[config.mk]
export PLATFORM = sky130hd
export DESIGN_NAME = qrs_disc
export DESIGN_NICKNAME = d
export VERILOG_FILES = /design/src/rtl/core/qrs_pkg.sv /design/src/rtl/core/qrs_disc.sv
export SDC_FILE = /design/constraint.sdc
export NUM_CORES = 2
export LEC_CHECK = 0
export BUFFER_PORTS_ARGS = -buffer_cell sky130_fd_sc_hd__clkbuf_2
export CORE_UTILIZATION = 70
export CTS_BUF_LIST = sky130_fd_sc_hd__clkbuf_4
export DETAILED_ROUTE_END_ITERATION = 12
export PLACE_DENSITY = 0.9
export SLEW_MARGIN = 10
export SYNTH_ARGS = -nofsm -noshare
export SYNTH_HDL_FRONTEND = slang
export SYNTH_SLANG_ARGS = --single-unit
[constraint.sdc]
create_clock -name clk -period 4.95 [get_ports clk]
set_clock_uncertainty 0.15 [all_clocks]
set_input_delay 0.495 -clock clk [delete_from_list [all_inputs] [get_ports clk]]
set_output_delay 0.495 -clock clk [all_outputs]
set_load 0.05 [all_outputs]
[src/rtl/core/qrs_pkg.sv]
`timescale 1ns / 1ps
`default_nettype none
// ----------------------------------------------------------------------------
// qrs_pkg
// shared widths, result codes and stage word types of the root solver
// ----------------------------------------------------------------------------
package qrs_pkg;

	localparam int COEF_WIDTH = 16;
	localparam int FRAC       = 16;
	localparam int ROOT_WIDTH = 40;

	// nonnegative discriminant width
	localparam int DW   = 2 * COEF_WIDTH + 1;
	// root width of the scaled square root, radicand padded to twice that
	localparam int SW   = (DW + 2 * FRAC + 1) / 2;
	localparam int NW   = 2 * SW;
	localparam int RW   = SW + 2;
	// -b scaled by the fraction bits
	localparam int NBW  = COEF_WIDTH + FRAC + 1;
	// numerator (-b +/- sqrt) width, signed
	localparam int NUMW = ((NBW > SW + 1) ? NBW : SW + 1) + 1;
	// magnitude of 2a
	localparam int DENW = COEF_WIDTH + 1;
	localparam int DRW  = DENW + 1;

	typedef enum logic [1:0] {
		CASE_NONE   = 2'd0,
		CASE_ONE    = 2'd1,
		CASE_TWO    = 2'd2,
		CASE_LINEAR = 2'd3
	} root_case_t;

	typedef struct packed {
		root_case_t             rc;
		logic signed [NBW-1:0]  nb;
		logic [DENW-1:0]        den;
		logic                   den_neg;
	} sq_meta_t;

	typedef struct packed {
		root_case_t       rc;
		logic [NUMW-1:0]  mag_p;
		logic [NUMW-1:0]  mag_m;
		logic [DENW-1:0]  den;
		logic             neg_p;
		logic             neg_m;
	} div_word_t;

endpackage
`default_nettype wire

[src/rtl/core/qrs_disc.sv]
`timescale 1ns / 1ps
`default_nettype none
// ----------------------------------------------------------------------------
// qrs_disc
// two stages: coefficient products, then discriminant and root case
// ----------------------------------------------------------------------------
module qrs_disc (
	input  wire logic                                  clk,
	input  wire logic                                  arst_n,
	input  wire logic                                  en,
	input  wire logic                                  v_in,
	input  wire logic signed [qrs_pkg::COEF_WIDTH-1:0] a_in,
	input  wire logic signed [qrs_pkg::COEF_WIDTH-1:0] b_in,
	input  wire logic signed [qrs_pkg::COEF_WIDTH-1:0] c_in,
	output logic                                       v_out,
	output logic [qrs_pkg::DW-1:0]                     rad_out,
	output qrs_pkg::sq_meta_t                          meta_out
);
	import qrs_pkg::*;

	logic                           v_s1;
	logic signed [2*COEF_WIDTH-1:0] bb_s1;
	logic signed [2*COEF_WIDTH-1:0] ac_s1;
	logic signed [COEF_WIDTH-1:0]   a_s1;
	logic signed [COEF_WIDTH-1:0]   b_s1;

	logic signed [DW:0]             d;
	logic [COEF_WIDTH:0]            a_ext;
	logic [COEF_WIDTH:0]            a_mag;
	root_case_t                     rc;

	always_ff @(posedge clk or negedge arst_n) begin
		if (!arst_n) begin
			v_s1 <= 1'b0;
		end else if (en) begin
			v_s1 <= v_in;
		end
	end

	always_ff @(posedge clk) begin
		if (en) begin
			bb_s1 <= b_in * b_in;
			ac_s1 <= a_in * c_in;
			a_s1  <= a_in;
			b_s1  <= b_in;
		end
	end

	always_comb begin
		d     = (DW + 1)'(bb_s1) - ((DW + 1)'(ac_s1) <<< 2);
		a_ext = (COEF_WIDTH + 1)'(a_s1);
		a_mag = a_s1[COEF_WIDTH-1] ? (~a_ext + 1'b1) : a_ext;
		if (a_s1 == '0) begin
			rc = CASE_LINEAR;
		end else if (d[DW]) begin
			rc = CASE_NONE;
		end else if (d == '0) begin
			rc = CASE_ONE;
		end else begin
			rc = CASE_TWO;
		end
	end

	always_ff @(posedge clk or negedge arst_n) begin
		if (!arst_n) begin
			v_out <= 1'b0;
		end else if (en) begin
			v_out <= v_s1;
		end
	end

	always_ff @(posedge clk) begin
		if (en) begin
			rad_out          <= d[DW] ? '0 : d[DW-1:0];
			meta_out.rc      <= rc;
			meta_out.nb      <= -(NBW'(b_s1) <<< FRAC);
			meta_out.den     <= {a_mag[COEF_WIDTH-1:0], 1'b0};
			meta_out.den_neg <= a_s1[COEF_WIDTH-1];
		end
	end

endmodule
`default_nettype wire

==> out/metrics.yaml <==
regToRegStartpoint: "ac_s1[0]"
initial_utilization: 0.715
initialDrtViolationCount: 2961
worstHoldPathType: "in2reg"
r2r_cells: 12
wl_per_cell_um: 25.1
syn2layout_area_growth_pct: 22.6
hold_start: "a_in[6]"
firstDrtPassIters: 9
layout_common_cells: "inv_1, fa_1, buf_4, nand2_1, ha_1"
finalSetupViolCount: 40
die_h_um: 196
period_share: 1.31
yosys.area.top_type_share: 0.379
nNetsFinal: 3858
worst_pin_slew_ps: 1080
rsz0062_at_grt: "yes"
ys_seq_area_frac: 0.186
grt_pass1_wl_um: 126000
end_kind: "flip-flop"
final_common_cell: "inv_1"
whs_path_depth: 2
yosys.area.top_type: "fa_1"
cp.required_ps: 5260
cts_tree: "yes"
grt_max_degree: 95
failed_checks: "negative setup slack"
synthCells: 2633
via_per_inst: 6.35
max-slew-margin-rel: 0.283
remaining_drc_errors: 0
finalSetupTns_ps: -34400
synthesis.yosys.warnings: 0
period_needed_ps: 6510
maxCapViolCount: 0
crit_type: "in2reg"
first_global_vias: 24800
die_area_um2: 38400
status: "complete, but fails checks"
synth-edff-count: 162
grt_usage: 0.435
nFillCells: 1569
critPathLaunch: "a_in[4]"
num_io_pins: 139
path_max_fanout: 6
overflow: 0
path_clk_slew_ps: 210
ys.flop_type: "edfxtp_1"
cts_buffers: 17
ys_ff_latch: 164
cp_data_arrival_time_ps: 6810
dp.final_hpwl_um: 54500
antenna_found_initial: 8
finalWeightedCongestion: 0.910
crit_path_start_kind: "input port"
avgSynthCellArea_um2: 10.0
ctsRootBufferMaster: "clkbuf_4"
portBuffers: 120
slew_violations: 0
wl_um: 91000
cts_max_level: 4
fin_ws_ps: -1560
clock.fmax_ghz: 0.154
rrSetupSlack_ps: 560
fp.coreArea_um2: 36900
rows: 70
clock_path_buffers: 2
synth_area_um2: 26400
yosys-top-cells-area: "fa_1, edfxtp_1, ha_1"
clk_latency_ps: 730
finalHoldViolCount: 0
ys_async_sr_fraction: 0.0122
detail-route-antenna-nets: 0
synthDistinctLibCells: 78
drive_gt1_frac: 0.261
vias: 23000
die_x_um: 196
clock_sinks: 164
## critical path: stages
cell and delay (ps):
buf_4 120, buf_6 140, buf_4 120, nand2_1 260, fa_1 690, inv_1 90
fa_1 400, inv_1 90, fa_2 450, inv_2 80, fa_1 420, fa_1 500
inv_1 60, fa_1 580, inv_2 130, ha_4 280, and4_4 200, and2_4 140
a32o_2 290, and2_4 180, nor3_4 430, o31ai_4 110, buf_4 160, a21o_1 190
a21oi_2 130, xnor2_1 70
## logic make-up (layout without fill, tap and decap cells)
kind of cell | count (synthesis) | in the layout | share of synthesized area
simple gates | 657 | 657 | 0.124
buf+inv | 737 | 1205 | 0.109
flops | 164 | 164 | 0.186
compound gates | 240 | 240 | 0.0617
fa+ha+maj | 701 | 701 | 0.475
mux | 5 | 5 | 0.00199
other cells | 1 | 22 | 0.000142
xor+xnor | 128 | 128 | 0.0428
## final timing paths
check,end
max,ac_s1[28]
min,a_s1[6]
max reg2reg,meta_out[52]
min reg2reg,v_s1
max in group asynchronous,v_s1
min in group asynchronous,v_out
## timing repair
action | CTS | global route
hold endpoints to repair | 7 | 0
gates cloned | 2 | 1
setup endpoints to repair | 38 | 41
buffers inserted | 46 | 30
pin swaps | 102 | 70
hold buffers | 7 | 0
resized for setup | 169 | 135
## cells in the mapped netlist (3+ instances only)
library cell and n:
inv_1 649, buf_2 6, and4_1 5, buf_4 19
and2_1 174, o211ai_1 5, nand3_1 24, a211oi_1 6
nand2_1 243, o21ai_0 38, nor3_1 17, or4_1 4
a21oi_1 59, xnor2_1 92, nand2b_1 18, a21o_1 40
o2111ai_1 7, a21boi_0 5, or2_2 7, clkbuf_1 59
xor2_1 35, o21a_1 9, a21oi_2 3, and3_1 7
a31oi_1 12, mux2i_1 3, nand4_1 7, and3b_1 3
edfxtp_1 162, nor2b_1 11, nor4_1 6, fa_1 499
o31ai_1 7, or3_1 13, a211o_1 4, ha_1 202
nor3_2 3, nor3b_1 5, o22ai_1 4, o21ai_1 5
o21bai_1 7, nor2_1 103
## per-stage QoR
step	area [um2]	hold WS, ps	utilization	setup slack, ps	instances
finish	32300	2.85	0.876	-1560	3626
global route	32300	-12.1	0.876	-1580	3625
CTS	31600	11.9	0.858	-932	3597
detailed placement	30300	133	0.822	-1760	3517
global placement	30300	129	0.822	-1560	3517
floorplan	27300	49.4	-	-1230	2650
## metal layers
metal	track usage	up-vias	share of wire
met2	0.714	2100	0.46
li1	-	9002	-
met3	0.121	868	0.14
met5	0.00639	-	0.0029
met4	0.318	14	0.11
met1	0.489	11000	0.29
## registers in the layout, indices dropped and copies added, names as in the netlist
| name | flops |
|---|---|
| ac_s1 | 32 |
| v_s1 | 1 |
| b_s1 | 15 |
| bb_s1 | 31 |
| rad_out | 32 |
| v_out | 1 |
| a_s1 | 16 |
| meta_out | 36 |
## final cells by class
type | count | area (um2) | area share
diodes | 4 | 10.0 | 0.000310
clock buffers | 18 | 135 | 0.00418
clock inverters | 14 | 129 | 0.00399
inverters | 649 | 2440 | 0.0756
multi-input cells | 1749 | 19800 | 0.611
flip-flops and latches | 164 | 4910 | 0.152
well taps | 504 | 631 | 0.0195
repair buffers | 524 | 4300 | 0.133
Power is left out: the tool's default activity adds up to more than one toggle a clock period on the data nets, which glitch-free logic cannot reach.
